`config.mk`:
```
export PLATFORM = sky130hd
export DESIGN_NAME = ring_queue_window_mean
export DESIGN_NICKNAME = d
export VERILOG_FILES = /design/src/rtl/rqwm_pkg.sv /design/src/rtl/rqwm_ram.sv /design/src/rtl/ring_queue_window_mean.sv
export SDC_FILE = /design/constraint.sdc
export NUM_CORES = 1
export LEC_CHECK = 0
export BUFFER_PORTS_ARGS = -buffer_cell sky130_fd_sc_hd__clkbuf_2
export CORE_ASPECT_RATIO = 0.7
export CORE_UTILIZATION = 55
export CTS_BUF_LIST = sky130_fd_sc_hd__clkbuf_16
export DETAILED_ROUTE_END_ITERATION = 12
export PLACE_DENSITY_LB_ADDON = 0.3
export SLEW_MARGIN = 20
export SYNTH_ARGS = -nofsm -noshare
export SYNTH_HDL_FRONTEND = slang
export SYNTH_SLANG_ARGS = --single-unit
```
`constraint.sdc`:
```
create_clock -name clk -period 13.65 [get_ports clk]
set_input_delay 0 -clock clk [delete_from_list [all_inputs] [get_ports clk]]
set_output_delay 0 -clock clk [all_outputs]
set_load 0.005 [all_outputs]
```
`src/rtl/rqwm_pkg.sv`:
```
`default_nettype none

package rqwm_pkg;

    // field widths
    localparam int MODE_W   = 1;
    localparam int HEIGHT_W = 10;
    localparam int TAG_W    = 16;
    localparam int KIND_W   = 2;
    localparam int OCC_W    = 3;

    localparam int SLOTS_DEF = 6;

    // stream words, padded to whole bytes
    localparam int S_DATA_W = 32;
    localparam int M_DATA_W = 32;

    localparam logic [MODE_W-1:0] MODE_INSERT = 1'b0;
    localparam logic [MODE_W-1:0] MODE_REMOVE = 1'b1;

    localparam logic [KIND_W-1:0] KIND_MEAN    = 2'd0;
    localparam logic [KIND_W-1:0] KIND_REMOVED = 2'd1;
    localparam logic [KIND_W-1:0] KIND_EMPTY   = 2'd2;

    typedef enum logic [4:0] {
        ST_IDLE  = 5'b00001,
        ST_READ  = 5'b00010,
        ST_DIV   = 5'b00100,
        ST_ROUND = 5'b01000,
        ST_FIN   = 5'b10000
    } state_t;

endpackage

`default_nettype wire

```
`src/rtl/rqwm_ram.sv`:
```
`default_nettype none

module rqwm_ram #(
    parameter int WIDTH = 8,
    parameter int DEPTH = 8
) (
    input  wire logic                     clk,
    input  wire logic                     we,
    input  wire logic [$clog2(DEPTH)-1:0] waddr,
    input  wire logic [WIDTH-1:0]         wdata,
    input  wire logic [$clog2(DEPTH)-1:0] raddr,
    output logic      [WIDTH-1:0]         rdata
);

    logic [WIDTH-1:0] mem [DEPTH];

    always_ff @(posedge clk)
    begin
        if (we)
        begin
            mem[waddr] <= wdata;
        end
        rdata <= mem[raddr];
    end

endmodule

`default_nettype wire

```
`src/rtl/ring_queue_window_mean.sv`:
```
// ring_queue_window_mean: circular queue of SLOTS slots holding up to SLOTS-1
// entries (tag + height), with a running mean of the stored heights.
//
// Request side (s_*): one request per accepted s_tdata word.
//   mode 0 inserts {tag, height}; when full, the oldest entry is evicted first.
//   mode 1 removes the oldest entry.
// Result side (m_*): exactly one result per request, in request order.
//   kind 0: value = mean height after insert, rounded to nearest, ties to even.
//   kind 1: value/out_tag = removed entry.  kind 2: queue was empty, no change.
//   occupancy = entries held after the request.
//
// Timing: one request at a time; s_tready is high only while idle. A remove
// steps through accept, head read and result load. An insert steps through
// accept and head read, then divides a running sum by the count in a
// restoring divider, one quotient bit per cycle (SUM_W = 10 + clog2(SLOTS)
// steps), then a rounding step and the result load.
// A result waits in the output register while m_tready is low; a finished
// request holds in its last state until the register frees up.
// Reset empties the queue (head, tail, count, sum cleared); slot contents are
// not cleared, since only written slots are ever read.

`default_nettype none

module ring_queue_window_mean
    import rqwm_pkg::*;
#(
    parameter int SLOTS = SLOTS_DEF
) (
    input  wire logic                clk,
    input  wire logic                rst_n,
    input  wire logic                s_tvalid,
    output logic                     s_tready,
    input  wire logic [S_DATA_W-1:0] s_tdata,  // [0] mode, [10:1] height, [26:11] tag
    output logic                     m_tvalid,
    input  wire logic                m_tready,
    output logic      [M_DATA_W-1:0] m_tdata   // [1:0] kind, [11:2] value,
                                               // [27:12] out_tag, [30:28] occupancy
);

    localparam int IDX_W   = $clog2(SLOTS);
    localparam int CNT_W   = $clog2(SLOTS);
    localparam int SUM_W   = HEIGHT_W + CNT_W;
    localparam int STEP_W  = $clog2(SUM_W);
    localparam int ENTRY_W = TAG_W + HEIGHT_W;

    localparam logic [IDX_W-1:0]  LAST_IDX  = IDX_W'(SLOTS - 1);
    localparam logic [CNT_W-1:0]  FULL_CNT  = CNT_W'(SLOTS - 1);
    localparam logic [STEP_W-1:0] LAST_STEP = STEP_W'(SUM_W - 1);

    // control
    state_t             state_reg, state_next;
    logic [IDX_W-1:0]   head_reg, head_next;
    logic [IDX_W-1:0]   tail_reg, tail_next;
    logic [CNT_W-1:0]   count_reg, count_next;
    logic [SUM_W-1:0]   sum_reg, sum_next;
    logic [STEP_W-1:0]  step_reg, step_next;
    logic               m_tvalid_reg, m_tvalid_next;

    // payload
    logic [MODE_W-1:0]   mode_reg, mode_next;
    logic [HEIGHT_W-1:0] height_reg, height_next;
    logic [TAG_W-1:0]    tag_reg, tag_next;
    logic [SUM_W-1:0]    dvd_reg, dvd_next;
    logic [CNT_W-1:0]    rem_reg, rem_next;
    logic [KIND_W-1:0]   res_kind_reg, res_kind_next;
    logic [HEIGHT_W-1:0] res_value_reg, res_value_next;
    logic [TAG_W-1:0]    res_tag_reg, res_tag_next;
    logic [M_DATA_W-1:0] m_tdata_reg, m_tdata_next;

    // slot RAM
    logic                ram_we;
    logic [ENTRY_W-1:0]  ram_wdata;
    logic [ENTRY_W-1:0]  ram_rdata;
    logic [HEIGHT_W-1:0] rd_height;
    logic [TAG_W-1:0]    rd_tag;

    // divider step
    logic [CNT_W:0]      div_shift;
    logic                div_ge;
    logic [CNT_W:0]      div_sub;
    logic [CNT_W:0]      twice_rem;
    logic                round_up;
    logic [SUM_W-1:0]    quot_inc;

    logic in_accept;
    logic out_free;
    logic full;

    rqwm_ram #(
        .WIDTH (ENTRY_W),
        .DEPTH (SLOTS)
    ) u_slots (
        .clk   (clk),
        .we    (ram_we),
        .waddr (tail_reg),
        .wdata (ram_wdata),
        .raddr (head_reg),   // head entry always on the read port
        .rdata (ram_rdata)
    );

    assign ram_wdata = {tag_reg, height_reg};
    assign rd_height = ram_rdata[HEIGHT_W-1:0];
    assign rd_tag    = ram_rdata[ENTRY_W-1:HEIGHT_W];
    assign ram_we    = (state_reg == ST_READ) && (mode_reg == MODE_INSERT);

    assign s_tready  = (state_reg == ST_IDLE);
    assign in_accept = s_tvalid && s_tready;
    assign m_tvalid  = m_tvalid_reg;
    assign m_tdata   = m_tdata_reg;
    assign out_free  = !m_tvalid_reg || m_tready;
    assign full      = (count_reg == FULL_CNT);

    // restoring division, one quotient bit per cycle; divisor is count_reg
    assign div_shift = {rem_reg, dvd_reg[SUM_W-1]};
    assign div_ge    = (div_shift >= {1'b0, count_reg});
    assign div_sub   = div_shift - {1'b0, count_reg};

    // round half to even
    assign twice_rem = {rem_reg, 1'b0};
    assign round_up  = (twice_rem > {1'b0, count_reg})
                    || ((twice_rem == {1'b0, count_reg}) && dvd_reg[0]);
    assign quot_inc  = dvd_reg + SUM_W'(round_up);

    always_comb
    begin
        state_next     = state_reg;
        head_next      = head_reg;
        tail_next      = tail_reg;
        count_next     = count_reg;
        sum_next       = sum_reg;
        step_next      = step_reg;
        m_tvalid_next  = m_tvalid_reg;
        mode_next      = mode_reg;
        height_next    = height_reg;
        tag_next       = tag_reg;
        dvd_next       = dvd_reg;
        rem_next       = rem_reg;
        res_kind_next  = res_kind_reg;
        res_value_next = res_value_reg;
        res_tag_next   = res_tag_reg;
        m_tdata_next   = m_tdata_reg;

        if (m_tvalid_reg && m_tready)
        begin
            m_tvalid_next = 1'b0;
        end

        unique case (state_reg)
            ST_IDLE:
            begin
                if (in_accept)
                begin
                    mode_next   = s_tdata[0];
                    height_next = s_tdata[10:1];
                    tag_next    = s_tdata[26:11];
                    state_next  = ST_READ;
                end
            end

            ST_READ:
            begin
                // ram_rdata holds the head entry here
                if (mode_reg == MODE_INSERT)
                begin
                    tail_next = (tail_reg == LAST_IDX) ? '0 : tail_reg + 1'b1;
                    if (full)
                    begin
                        head_next = (head_reg == LAST_IDX) ? '0 : head_reg + 1'b1;
                        sum_next  = sum_reg - SUM_W'(rd_height) + SUM_W'(height_reg);
                    end
                    else
                    begin
                        count_next = count_reg + 1'b1;
                        sum_next   = sum_reg + SUM_W'(height_reg);
                    end
                    dvd_next      = sum_next;
                    rem_next      = '0;
                    step_next     = '0;
                    res_kind_next = KIND_MEAN;
                    res_tag_next  = '0;
                    state_next    = ST_DIV;
                end
                else if (count_reg == '0)
                begin
                    res_kind_next  = KIND_EMPTY;
                    res_value_next = '0;
                    res_tag_next   = '0;
                    state_next     = ST_FIN;
                end
                else
                begin
                    head_next      = (head_reg == LAST_IDX) ? '0 : head_reg + 1'b1;
                    count_next     = count_reg - 1'b1;
                    sum_next       = sum_reg - SUM_W'(rd_height);
                    res_kind_next  = KIND_REMOVED;
                    res_value_next = rd_height;
                    res_tag_next   = rd_tag;
                    state_next     = ST_FIN;
                end
            end

            ST_DIV:
            begin
                rem_next  = div_ge ? div_sub[CNT_W-1:0] : div_shift[CNT_W-1:0];
                dvd_next  = {dvd_reg[SUM_W-2:0], div_ge};
                step_next = step_reg + 1'b1;
                if (step_reg == LAST_STEP)
                begin
                    state_next = ST_ROUND;
                end
            end

            ST_ROUND:
            begin
                res_value_next = quot_inc[HEIGHT_W-1:0];
                state_next     = ST_FIN;
            end

            ST_FIN:
            begin
                if (out_free)
                begin
                    m_tdata_next  = {1'b0, OCC_W'(count_reg), res_tag_reg,
                                     res_value_reg, res_kind_reg};
                    m_tvalid_next = 1'b1;
                    state_next    = ST_IDLE;
                end
            end

            default:
            begin
                state_next = ST_IDLE;
            end
        endcase
    end

    always_ff @(posedge clk or negedge rst_n)
    begin
        if (!rst_n)
        begin
            state_reg    <= ST_IDLE;
            head_reg     <= '0;
            tail_reg     <= '0;
            count_reg    <= '0;
            sum_reg      <= '0;
            step_reg     <= '0;
            m_tvalid_reg <= 1'b0;
        end
        else
        begin
            state_reg    <= state_next;
            head_reg     <= head_next;
            tail_reg     <= tail_next;
            count_reg    <= count_next;
            sum_reg      <= sum_next;
            step_reg     <= step_next;
            m_tvalid_reg <= m_tvalid_next;
        end
    end

    always_ff @(posedge clk)
    begin
        mode_reg      <= mode_next;
        height_reg    <= height_next;
        tag_reg       <= tag_next;
        dvd_reg       <= dvd_next;
        rem_reg       <= rem_next;
        res_kind_reg  <= res_kind_next;
        res_value_reg <= res_value_next;
        res_tag_reg   <= res_tag_next;
        m_tdata_reg   <= m_tdata_next;
    end

endmodule

`default_nettype wire

```
==> out/results.tsv <==
stage	metric	value	unit
clock_network	Setup Fix Bufs, Post-CTS	0	
detailed_routing	Routed Wire Length	24100	um
timing	Final Hold Fails	0	
worst_setup_path	critical-path maximum fanout	19	
timing	Worst slew margin	31.7	%
global_route	global-route wire length before repair	37500	um
global_route	Top Usage Layer GRT	met2	
synthesis	most used flip-flop cell after synthesis	edfxtp_1	
detailed_routing	ANT nets after route	0	
synthesis	Ys Warns	0	
timing	clk_skew	0.00769	ns
worst_setup_path	Crit path arrival time	4.30	ns
timing	RSZ-0062 raised after global routing	false	
timing	worst slew pin tran	1.02	ns
worst_setup_path	type of the worst setup path	reg2reg	
timing	final hold slack	0.140	ns
layout	antenna diode count	0	
detailed_routing	via count	7244	
power_and_ir_drop	worst vdd ir	0.124	mV
worst_setup_path	CP dominant cell by count	o21ai_0	
timing	worst setup margin	9.61	ns
layout	Final #Nets	1026	
worst_setup_path	nature of the critical path endpoint	flop	
layout	Syn-to-layout area delta	15.4	%
synthesis	Syn Nets	920	
detailed_routing	DR iter-0 viols	613	
global_route	met2 Use GR	32.6	%
floorplanning	Die H	130	um
worst_setup_path	crit path cell chain	inv_1 > nand3_1 > nand2_1 > o21ai_0 > ha_1 > fa_1 > a211oi_1 > o21ai_0 > a21oi_1 > o21ai_0 > nand3_1 > xnor2_1 > o21ai_0	
place	pre-CTS setup slack	9.70	ns
place	Port Buffers	63	
clock_network	Clock Path Buffers	3	
clock_network	clock-pin slew on the worst setup and hold paths	0.07	ns
floorplanning	die width	184	um
synthesis	post-synthesis sequential area ratio	70.9	%
synthesis	#FFs+latches synth	316	
global_route	initial antenna violation count	0	
synthesis	Syn Area/Cell	15.0	um^2
detailed_routing	Detailed Routing Iterations Pass 1	5	
detailed_routing	DRC Markers	0	
layout	most frequent cells in the layout	edfxtp_1, nand2_1, clkbuf_2, nor2_1, a21oi_1	
layout	most common cell after layout, fill and taps aside	edfxtp_1	
clock_network	TritonCTS clock tree	done	
power_and_ir_drop	Leak	5.45	nW
synthesis	FFs w/ async S/R, synth	10.1	%
timing	Setup TNS Final	0	ns
synthesis	post-synth top area share	60.6	%
clock_network	# clock sinks	316	
clock_network	H-tree Lvls	1	
clock_network	clock latency on the worst-skew pair	0.54	ns
detailed_routing	Vias/cell	5.60	
place	dpl hpwl	14600	um
layout	max reg flops	156	
timing	post-layout minimum cycle time	4.04	ns
floorplanning	# rows	46	
floorplanning	Initial Utilization	56.3	%
status	outcome	finished, final reports clean	
detailed_routing	Routed WL per cell	18.7	um
global_route	pin count of the biggest net entering global routing	56	
layout	Filler Cell Count	1631	
flow_run	max_cap viols	0	
floorplanning	Ports	70	
worst_hold_path	hold crit path type	in2async	
global_route	Total GRT Usage	21.0	%
global_route	global routing usage on met3	3.68	%
worst_setup_path	Req. time, crit path	13.91	ns
clock_network	number of clock buffers inserted by TritonCTS	29	
timing	Tcrit/Tclk final	29.6	%
timing	Peak Freq	248	MHz
power_and_ir_drop	pwr dens	218	mW/mm^2
synthesis	Post-synth EDFFs	258	
synthesis	cells after synthesis	853	
worst_setup_path	CP Launch Type	flop	
synthesis	library cells used by synthesis	60	
clock_network	CTS root buf	clkbuf_16	
layout	layout cell share with drive strength beyond 1	16.8	%
synthesis	synthesized area	0.0128	mm^2
synthesis	synth top area cells	edfxtp_1, dfrtp_1, mux4_2	
floorplanning	Core ar.	0.0227	mm^2
timing	Slew Viols, Final	0	
worst_setup_path	Worst path max stage delay	0.60	ns
timing	setup violators final	0	
global_route	GRT Residual Overflow	0	
floorplanning	die outline area	0.0239	mm^2
place	RD Place Congestion	0.868	
global_route	number of global-route vias before repair	6950	
synthesis	area leader, netlist	edfxtp_1	
worst_setup_path	CP max stage cell	nand3_1	
global_route	met1 usage in global routing	31.0	%
## through the flow
step                util (%)  total power [mW]  area [um^2]  instances
floorplan                  -              2.13        12800        853
global placement        59.4              2.37        13500       1210
detailed placement      59.4              2.40        13500       1210
CTS                     64.9              3.21        14800       1293
global route            64.9              3.39        14800       1293
finish                  64.9              3.21        14800       1293
## worst paths after layout
path / startpoint / slack, ns / to / cells after the start
setup / recovery: count_reg[1] / 9.61 / dvd_reg[12] / 13
hold / removal: rst_n / 0.14 / state_reg[1] / 2
setup reg to reg: count_reg[1] / 9.61 / dvd_reg[12] / 13
hold reg to reg: res_tag_reg[9] / 0.42 / m_tdata[21] / 0
max in group asynchronous: rst_n / 12.84 / head_reg[0] / 2
min in group clk: s_tdata[9] / 0.17 / height_reg[8] / 2
## what timing repair did
action,in CTS,in global routing
hold buffers,30,0
hold endpoints to repair,62,0
resized for setup,0,0
## cell usage after synthesis, drive strengths merged (2+ instances only)
cell / number
o21ai: 45
o211ai: 7
ha: 27
or3: 2
nor3b: 4
dfxtp: 26
o221ai: 2
nor2: 63
a211o: 4
o21a: 4
nand3: 26
nor4: 2
mux2: 2
a21o: 6
buf: 10
nand3b: 2
nor2b: 4
mux2i: 32
xor2: 14
nand2: 74
fa: 4
nor3: 9
nand4: 4
mux4: 26
inv: 26
o31ai: 2
nand2b: 5
dfrtp: 31
nor4b: 2
clkbuf: 21
xnor2: 20
a21oi: 50
edfxtp: 258
and2: 20
a211oi: 4
## final cells by class
class | instances | area [um^2] | area share (%)
clock buffers | 29 | 726 | 4.92
clock inverters | 24 | 223 | 1.51
inverters | 27 | 101 | 0.687
multi-input cells | 479 | 3530 | 23.9
flip-flops and latches | 316 | 9070 | 61.5
well taps | 312 | 390 | 2.65
repair buffers | 106 | 713 | 4.83
## per-layer routing
| layer | share of wire (%) | wire length [um] | vias up |
|---|---|---|---|
| li1 | - | - | 3389 |
| met1 | 47 | 11300 | 3599 |
| met2 | 45 | 10900 | 222 |
| met3 | 6.2 | 1500 | 34 |
| met4 | 1.7 | 418 | 0 |
| met5 | 0 | 0 | - |
## cell families (layout without fill, tap and decap cells)
group / after synthesis / count (layout) / share of synthesized area, %
multiplexers: 60 / 60 / 7.26
flip-flops: 316 / 316 / 70.9
AND/OR/NAND/NOR: 221 / 221 / 8.32
other: 1 / 1 / 0.0293
buffers and inverters: 58 / 186 / 1.82
adder cells (fa/ha/maj): 31 / 31 / 3.27
XOR/XNOR: 34 / 34 / 2.33
AO/OA/AOI/OAI: 132 / 132 / 6.06
## critical path, delay by kind of cell (launching register included)
kind,cells,cell delay [ns]
and+or+nand+nor,3,0.99
buffers and inverters,1,0.17
DFF,1,0.46
adders and majority gates,2,0.73
xor gates and xnor gates,1,0.17
AOI/OAI and AO/OA,6,1.24
## report_power, final
part / internal, mW / switching [mW] / leakage (nW)
Sequential: 1.24 / 0.106 / 2.96
Combinational: 0.433 / 0.623 / 2.01
Clock: 0.463 / 0.341 / 0.480
Total: 2.14 / 1.07 / 5.45
(Power assumes the default switching activity.)
